**config.mk**
```make
export PLATFORM = sky130hd
export DESIGN_NAME = header_timestamp_window_check
export DESIGN_NICKNAME = d
export VERILOG_FILES = /design/src/htwc_pkg.sv /design/src/htwc_cell.sv /design/src/header_timestamp_window_check.sv
export VERILOG_INCLUDE_DIRS = /design/src /design/src/src
export SDC_FILE = /design/constraint.sdc
export NUM_CORES = 2
export LEC_CHECK = 0
export BUFFER_PORTS_ARGS = -buffer_cell sky130_fd_sc_hd__buf_4
export CAP_MARGIN = 20
export CORE_UTILIZATION = 67
export DETAILED_ROUTE_END_ITERATION = 6
export PLACE_DENSITY_LB_ADDON = 0.25
export SLEW_MARGIN = 0
export SYNTH_ARGS = -nofsm -noshare
export SYNTH_HDL_FRONTEND = slang
export SYNTH_HIERARCHICAL = 1
export SYNTH_SLANG_ARGS = --single-unit
```
**constraint.sdc**
```tcl
create_clock -name clock -period 38.1 [get_ports clock]
set_clock_uncertainty 0.05 [all_clocks]
set_input_delay 1.905 -clock clock [delete_from_list [all_inputs] [get_ports clock]]
set_output_delay 1.905 -clock clock [all_outputs]
set_load 0.1 [all_outputs]
```
**src/header_timestamp_window_check_assert.svh**
```systemverilog
// assertion macros shared by the header timestamp window check
`ifndef HEADER_TIMESTAMP_WINDOW_CHECK_ASSERT_SVH
`define HEADER_TIMESTAMP_WINDOW_CHECK_ASSERT_SVH

// same-cycle implication, off during reset
`define HTWC_ASSERT_SAME(label, clk, rst, lhs, rhs) \
   label: assert property (@(posedge clk) disable iff (rst) (lhs) |-> (rhs)) \
      else $error("htwc same-cycle check failed");

// next-cycle implication, off during reset
`define HTWC_ASSERT_NEXT(label, clk, rst, lhs, rhs) \
   label: assert property (@(posedge clk) disable iff (rst) (lhs) |=> (rhs)) \
      else $error("htwc next-cycle check failed");

`endif

```
**src/htwc_pkg.sv**
```systemverilog
// shared types and constants for the header timestamp window check
`timescale 1ns / 1ps

package htwc_pkg;

   localparam int WINDOW_DEF = 11;
   localparam int STAMP_W = 32;
   localparam int DRIFT_W = 16;
   localparam logic [DRIFT_W-1:0] DRIFT_RESET = 16'd7200;

   typedef enum logic [1:0] {
      OP_APPEND = 2'd0,
      OP_CHECK  = 2'd1,
      OP_CLEAR  = 2'd2,
      OP_NONE   = 2'd3
   } op_type;

   typedef enum logic [2:0] {
      VERDICT_OK        = 3'd0,
      VERDICT_EMPTY     = 3'd1,
      VERDICT_NOT_AFTER = 3'd2,
      VERDICT_FUTURE    = 3'd3,
      VERDICT_DONE      = 3'd4
   } verdict_type;

   // per-cell result of the rank match
   typedef struct packed {
      logic sel;       // this cell holds the median
      logic stamp_le;  // selected and pending stamp at or below it
   } cell_stat_type;

endpackage

```
**src/htwc_cell.sv**
```systemverilog
// one ring cell: holds an ancestor time, shifts it on, ranks it against the row
`timescale 1ns / 1ps

module htwc_cell
   import htwc_pkg::*;
#(
   parameter int WINDOW = WINDOW_DEF,
   parameter int INDEX  = 0
) (
   input  logic                         clock,
   input  logic                         shift,
   input  logic [STAMP_W-1:0]           shift_in,
   input  logic [STAMP_W-1:0]           row_values [WINDOW],
   input  logic [$clog2(WINDOW+1)-1:0]  count,
   input  logic [$clog2(WINDOW+1)-1:0]  half,
   input  logic [STAMP_W-1:0]           stamp,
   output logic [STAMP_W-1:0]           cell_value,
   output logic [STAMP_W-1:0]           median_part,
   output cell_stat_type                stat
);

   localparam int CNT_W = $clog2(WINDOW + 1);

   logic [STAMP_W-1:0] value_ff;
   logic [CNT_W-1:0]   rank;
   logic               valid;

   always_ff @(posedge clock) begin
      if (shift) begin
         value_ff <= shift_in;
      end
   end

   assign cell_value = value_ff;
   assign valid      = CNT_W'(INDEX) < count;

   // rank among valid cells, ties broken by position so every rank is unique
   always_comb begin
      rank = '0;
      for (int j = 0; j < WINDOW; j++) begin
         if (j != INDEX && CNT_W'(j) < count) begin
            if (row_values[j] < value_ff || (row_values[j] == value_ff && j < INDEX)) begin
               rank = rank + 1'b1;
            end
         end
      end
   end

   assign stat.sel      = valid && (rank == half);
   assign stat.stamp_le = stat.sel && (stamp <= value_ff);
   assign median_part   = stat.sel ? value_ff : '0;

endmodule

```
**src/header_timestamp_window_check.sv**
```systemverilog
// top level of the header timestamp window check
`timescale 1ns / 1ps
`include "header_timestamp_window_check_assert.svh"

// Median-time-past check over the last WINDOW ancestor header times. Each beat on
// req_ carries an opcode: append pushes req_stamp into a row of WINDOW cells (the
// oldest time falls off the end once the row is full), clear empties the row,
// check compares req_stamp against the median of the stored times and against
// req_now_time plus the drift limit, and the unused opcode leaves the state alone.
// Every request beat yields exactly one rsp_ beat, in order, carrying the verdict
// and the median of the stored times after the request took effect (zero when
// empty). The median is the upper median for an even count. Throughput is one
// beat per cycle while rsp_ready stays high. An accepted request waits in the
// pending stage and then moves to the output register, which drives rsp_valid.
// The request is applied to the cells at the accepting edge. The cycle after that
// holds the rank match: every cell compares its time with all others at once, and
// the cell whose rank equals count/2 drives the median into the output register.
// The user writes the drift limit through csr_wr_en / csr_wr_data only while no
// request is in flight, not enforced by the block; it resets to 7200 seconds.
module header_timestamp_window_check
   import htwc_pkg::*;
#(
   parameter int WINDOW = WINDOW_DEF
) (
   input  logic               clock,
   input  logic               reset,
   // request channel
   input  logic               req_valid,
   output logic               req_ready,
   input  logic [1:0]         req_opcode,
   input  logic [STAMP_W-1:0] req_stamp,
   input  logic [STAMP_W-1:0] req_now_time,
   // response channel
   output logic               rsp_valid,
   input  logic               rsp_ready,
   output logic [2:0]         rsp_verdict,
   output logic [STAMP_W-1:0] rsp_median_time,
   // drift limit register
   input  logic               csr_wr_en,
   input  logic [DRIFT_W-1:0] csr_wr_data
);

   localparam int CNT_W = $clog2(WINDOW + 1);

   // drift limit
   logic [DRIFT_W-1:0] drift_ff;

   // number of filled cells; cells 0..count-1 are the valid ones
   logic [CNT_W-1:0] count_ff, count_in;

   // pending stage: request applied to the cells, median not yet taken
   logic               p_valid_ff, p_valid_in;
   op_type             p_op_ff;
   logic [STAMP_W-1:0] p_stamp_ff;
   logic [STAMP_W-1:0] p_now_ff;

   // output register
   logic               o_valid_ff, o_valid_in;
   verdict_type        verdict_ff, verdict_in;
   logic [STAMP_W-1:0] median_ff, median_in;

   logic   req_beat;
   logic   p_advance;
   logic   shift;
   op_type req_op;

   logic [STAMP_W-1:0] row_values  [WINDOW];
   logic [STAMP_W-1:0] median_part [WINDOW];
   cell_stat_type      stat        [WINDOW];
   logic [WINDOW-1:0]  sel_vec;
   logic [CNT_W-1:0]   half;

   logic               empty;
   logic               not_after;
   logic               too_far;
   logic [STAMP_W:0]   limit;

   // handshake: pending moves on when the output slot is free or being drained
   assign req_op    = op_type'(req_opcode);
   assign p_advance = !o_valid_ff || rsp_ready;
   assign req_ready = !p_valid_ff || p_advance;
   assign req_beat  = req_valid && req_ready;
   assign shift     = req_beat && (req_op == OP_APPEND);

   assign rsp_valid       = o_valid_ff;
   assign rsp_verdict     = verdict_ff;
   assign rsp_median_time = median_ff;

   always_ff @(posedge clock) begin
      if (reset) begin
         drift_ff <= DRIFT_RESET;
      end else if (csr_wr_en) begin
         drift_ff <= csr_wr_data;
      end
   end

   // fill count follows the row
   always_comb begin
      count_in = count_ff;
      if (req_beat) begin
         unique case (req_op)
            OP_APPEND: begin
               if (count_ff < CNT_W'(WINDOW)) begin
                  count_in = count_ff + 1'b1;
               end
            end
            OP_CLEAR: count_in = '0;
            OP_CHECK,
            OP_NONE:  count_in = count_ff;
            default:  count_in = count_ff;
         endcase
      end
   end

   // row of cells: cell 0 takes the new time, each cell passes its time on
   for (genvar k = 0; k < WINDOW; k++) begin : g_cell
      logic [STAMP_W-1:0] shift_in;
      if (k == 0) begin : g_head
         assign shift_in = req_stamp;
      end else begin : g_link
         assign shift_in = row_values[k-1];
      end

      htwc_cell #(
         .WINDOW (WINDOW),
         .INDEX  (k)
      ) u_cell (
         .clock       (clock),
         .shift       (shift),
         .shift_in    (shift_in),
         .row_values  (row_values),
         .count       (count_ff),
         .half        (half),
         .stamp       (p_stamp_ff),
         .cell_value  (row_values[k]),
         .median_part (median_part[k]),
         .stat        (stat[k])
      );

      assign sel_vec[k] = stat[k].sel;
   end

   assign half  = count_ff >> 1;
   assign empty = (count_ff == '0);

   // gather the selected cell's time and its compare against the stamp
   always_comb begin
      median_in = '0;
      not_after = 1'b0;
      for (int k = 0; k < WINDOW; k++) begin
         median_in = median_in | median_part[k];
         not_after = not_after | stat[k].stamp_le;
      end
   end

   // now plus drift at 33 bits, never wraps
   assign limit   = {1'b0, p_now_ff} + {{(STAMP_W + 1 - DRIFT_W){1'b0}}, drift_ff};
   assign too_far = {1'b0, p_stamp_ff} > limit;

   always_comb begin
      verdict_in = VERDICT_DONE;
      if (p_op_ff == OP_CHECK) begin
         priority if (empty) begin
            verdict_in = VERDICT_EMPTY;
         end else if (not_after) begin
            verdict_in = VERDICT_NOT_AFTER;
         end else if (too_far) begin
            verdict_in = VERDICT_FUTURE;
         end else begin
            verdict_in = VERDICT_OK;
         end
      end
   end

   always_comb begin
      p_valid_in = p_valid_ff;
      if (req_beat) begin
         p_valid_in = 1'b1;
      end else if (p_advance) begin
         p_valid_in = 1'b0;
      end
   end

   always_comb begin
      o_valid_in = o_valid_ff;
      if (p_advance) begin
         o_valid_in = p_valid_ff;
      end
   end

   always_ff @(posedge clock) begin
      if (reset) begin
         count_ff   <= '0;
         p_valid_ff <= 1'b0;
         o_valid_ff <= 1'b0;
      end else begin
         count_ff   <= count_in;
         p_valid_ff <= p_valid_in;
         o_valid_ff <= o_valid_in;
      end
   end

   // payload registers
   always_ff @(posedge clock) begin
      if (req_beat) begin
         p_op_ff    <= req_op;
         p_stamp_ff <= req_stamp;
         p_now_ff   <= req_now_time;
      end
      if (p_advance && p_valid_ff) begin
         verdict_ff <= verdict_in;
         median_ff  <= median_in;
      end
   end

   // a non-empty row has exactly one median cell
   `HTWC_ASSERT_SAME(a_one_median, clock, reset, p_valid_ff && !empty, $onehot(sel_vec))
   // clear empties the row
   `HTWC_ASSERT_NEXT(a_clear_empties, clock, reset, req_beat && req_op == OP_CLEAR, count_ff == '0)
   // append into a row with room grows it by one
   `HTWC_ASSERT_NEXT(a_append_grows, clock, reset,
      req_beat && req_op == OP_APPEND && count_ff < CNT_W'(WINDOW),
      count_ff == $past(count_ff) + 1'b1)
   // a pending item always lands in a free output slot
   `HTWC_ASSERT_NEXT(a_pending_lands, clock, reset, p_valid_ff && !o_valid_ff, o_valid_ff)

endmodule

```
==> results of run 1 <==
-- through the flow --
step | util | instance area (sq um) | hold slack, ns | setup slack (ns)
after CTS | 0.736 | 128000 | 0.461 | 25.20
after detailed placement | 0.722 | 126000 | 0.442 | 25.25
after global placement | 0.722 | 126000 | 0.434 | 24.49
after floorplan | - | 117000 | 0.405 | 9.28
-- routing by layer --
layer,track usage,GRT overflow
met1,0.820,0
met4,0.747,2
met5,0.462,0
met3,0.713,0
met2,0.920,2
==> results summary, run 1 <==
The number of buffers inserted to repair setup after CTS is 0. In this run the tool buffered the top-level ports with between 100 and 150 buffer cells. The number of sinks handled by clock tree synthesis is roughly 480. The effective utilization at floorplan came out at 0.675. The half-perimeter wire length after detailed placement is about 500 mm. For this design the top-level I/O count stands at 124. The number of warnings issued by yosys is 6. The post-synth design cell area came out at ~0.12 sq mm. The global-route total usage across every layer is 0.806.

The via count of the first global-routing pass is 137000. The placed instance count is about 16000. Row generation in the floorplan step produced around 150 rows.

The stopping stage is 5_1_grt. The pin count of the biggest net entering global routing is roughly 150. The first global-routing pass estimated 1030 mm of wire. The H-tree was split into 3 levels. The number of clock buffers inserted by TritonCTS is just over 70. The overall die height is about 420 microns. The flow did not finish. The average instance area after synthesis came out at between 8 and 9 sq um. The final RePlAce weighted congestion came out at between 1 and 1.5.

The total of cells resized after clock tree synthesis is 0. The number of instances in the synthesized netlist is 13200. The hold buffer count at CTS is 0. The remaining global-route overflow came out at 4. The clock root buffer is clkbuf_16. The first error in the log reads "[ERROR GRT-0116] Global routing finished with congestion. Check the congestion regions in the DRC Viewer". The maximum clock path buffer count is 3. The width of the die came out at roughly 420 microns.
==> run 2, diff against run 1 <==
Settings changed: CORE_UTILIZATION 67 to 40, PLACE_DENSITY_LB_ADDON 0.25 to 0.15.
==> results summary, run 2 <==
The first detailed-routing pass ran for 7 iterations. The most crowded layer after global routing is met2. The transition time of the tightest slew-check pin came out at about 1.6 ns.

The number of I/O port buffers came out at 123 (unchanged). The library cells used most frequently in the layout, excluding fill and tap cells, are 3966 x ha_1, 1243 x a21oi_1, 967 x buf_4, 797 x nand2_1, 687 x nand4_1. The first-pass GRT wire length came out at 1030 mm.

Along the worst path, the maximum fanout reaches 27. The final-stage net count came out at 18200. The via density per instance is 7.08. For this block, the via count after detailed routing is between 100k and 150k. The total negative setup slack came out at 0 ns. The worst hold path class is reg -> reg.

The flip-flop count of the largest register, all copies and words added is roughly 350. The number of warnings issued by yosys came to 6 (unchanged). The post-synth design cell area is 0.117 sq mm (unchanged).

TritonCTS built the clock tree. The overall power after layout is between 0.002 and 0.0025 W. The share of post-route cells with drive strength above 1 is 0.121.

The global-route total usage across every layer is 0.515. The count of final max-slew check failures came out at 1. The checks that failed: design-rule violations, max-slew violations. The average instance area after synthesis was 8.91 sq um (unchanged). The run finished, with violations left. The H-tree depth is 3 (unchanged).

The via count of the first global-routing pass came to around 120k. In this run, the number of DRC markers left after iteration 0 of detailed routing was 18800. The root buffer cell chosen for the clock tree is clkbuf_16. The pin count of the biggest net entering global routing came out at around 110. The initial antenna violation count came out at approximately 130. The required time at the worst-slack endpoint came out at just under 40 ns. The total of cells resized after clock tree synthesis was 0 (unchanged). The number of buffers inserted to repair setup after CTS came out at 0 (unchanged). The number of sinks handled by clock tree synthesis is 475 (unchanged). STA classifies the critical path endpoint as a register.

The remaining global-route overflow is 0. The met3 routing resource usage after global routing came out at 0.185. The total wirelength of the detailed-routed design is about 790 mm. The type of the worst setup path is reg -> reg.

Of the available clock period, the critical path in the final layout requires 0.369. The final RePlAce weighted congestion is 1.12 (-11%). The width of the die is 544 microns (+29%).

Once routing completed, OpenROAD measured the worst setup slack at 24.05 ns. The worst slack at placement is 24.79 ns (-0.458 ns). The power per cell area came out at approximately 17 mW/mm^2. Relative to the synthesized area, the layout overhead comes to 12.8%. On the critical path, the stage with the largest delay is an instance of a21oi_1.

The met1 capacity usage during global routing came out at 0.596. The effective utilization at floorplan came out at 0.403 (-0.272). The category of cells accounting for the largest share of critical-path delay is compound AO/OA/AOI/OAI gates. The largest stage delay on the critical path came out at ~0.94 ns. Once detail routing completed, the nets flagged for antenna violations numbered 0. STA classifies the critical path startpoint as a register. The top-level I/O count is 124 (unchanged).

The instance area after placement is 0.129 sq mm (+2.9%). The worst max-slew margin expressed relative to the limit came out at -0.0565. The overall die height is 544 microns (+29%).

The clock period minus final worst setup slack came out at 14.05 ns. The met2 track utilization from global routing is 0.709. The cell occurring most often along the worst timing path is ha_1. The cell area after layout came out at roughly 0.13 sq mm. The DRC violation count after routing is 1. The number of clock buffers inserted by TritonCTS is 82 (+14%). The floorplan step defined a core boundary enclosing around 0.29 sq mm.

The number of instances in the synthesized netlist came out at 13200 (unchanged). The number of endpoints with negative hold slack in the final report was 0. The data arrival time at the worst-slack endpoint is ~15 ns.

Setup repair after global routing left no endpoint under its margin. The max-capacitance violation count came out at 0. The maximum clock path buffer count is 4 (+1). The clock transition at the register clock pins on the worst setup and hold paths after CTS came out at 0.07 ns. Clock latency on the worst-skew pair, taken at its later pin, is about 0.9 ns. The library cell used most frequently in the layout, excluding fill and tap cells, is ha_1. The half-perimeter wire length after detailed placement is 612 mm (+22%). Dividing the detail-routed wire length by the instance count gives roughly 43 microns. Counting both buffers and inverters, the worst setup path holds a total of 7.

The setup violation total in the final timing report is 0. The worst-case IR drop observed on VDD is 0.0335 mV. The hold buffer count at CTS came out at 0 (unchanged). The die covers between 0.2 and 0.3 sq mm. The highest achievable clock rate came out at 71.2 MHz. The number of core rows came out at 198 (+29%). The leakage power summed over all cells came out at between 60 and 70 nW.
-- run 2: through the flow --
stage	hold slack (ns)	util	std cells
floorplan	0.405	-	13200
global placement	0.439	0.443	17900
detailed placement	0.442	0.443	17900
CTS	0.456	0.453	18100
global route	0.494	0.454	18100
finish	0.452	0.454	18200
-- run 2: layout make-up --
| cell class | count | area, sq um |
|---|---|---|
| Clock inverter | 51 | 616 |
| Sequential cell | 475 | 14100 |
| Clock buffer | 95 | 2140 |
| Tap cell | 3900 | 4880 |
| Multi-Input combinational cell | 12000 | 101000 |
| Fill cell | 28000 | 159000 |
| Timing Repair Buffer | 994 | 7550 |
| Inverter | 626 | 2350 |
| Antenna cell | 61 | 153 |
-- run 2: where the power goes --
| group | total [W] | switching, W | leakage [nW] | internal (W) |
|---|---|---|---|---|
| sequential | 0.000606 | 0.0000168 | 4.40 | 0.000589 |
| clock | 0.000857 | 0.000368 | 1.32 | 0.000490 |
| combinational | 0.000801 | 0.000548 | 55.9 | 0.000253 |
| total | 0.00226 | 0.000932 | 61.7 | 0.00133 |
-- run 2: final timing paths --
check,slack (ns),start,depth (start not counted),to
max,24.05,g_cell[3].u_cell/cell_value[2],53,rsp_verdict[1]
min,0.45,drift_ff[4],2,drift_ff[4]
max reg2reg,24.05,g_cell[3].u_cell/cell_value[2],53,rsp_verdict[1]
min reg2reg,0.45,drift_ff[4],2,drift_ff[4]
-- run 2: routing by layer --
metal / share of wire / up-vias / wire, microns
li1: - / 54000 / -
met1: 0.36 / 62300 / 284000
met2: 0.38 / 9377 / 302000
met3: 0.13 / 2815 / 102000
met4: 0.12 / 34 / 98000
met5: 0.00030 / - / 238
-- run 2: worst min-delay path: stages, from the launching register on --
cell     delay (ns)
dfxtp_1        0.33
mux2i_1        0.07
nor2_1         0.07
No activity file was read; power rests on OpenSTA's default activity.
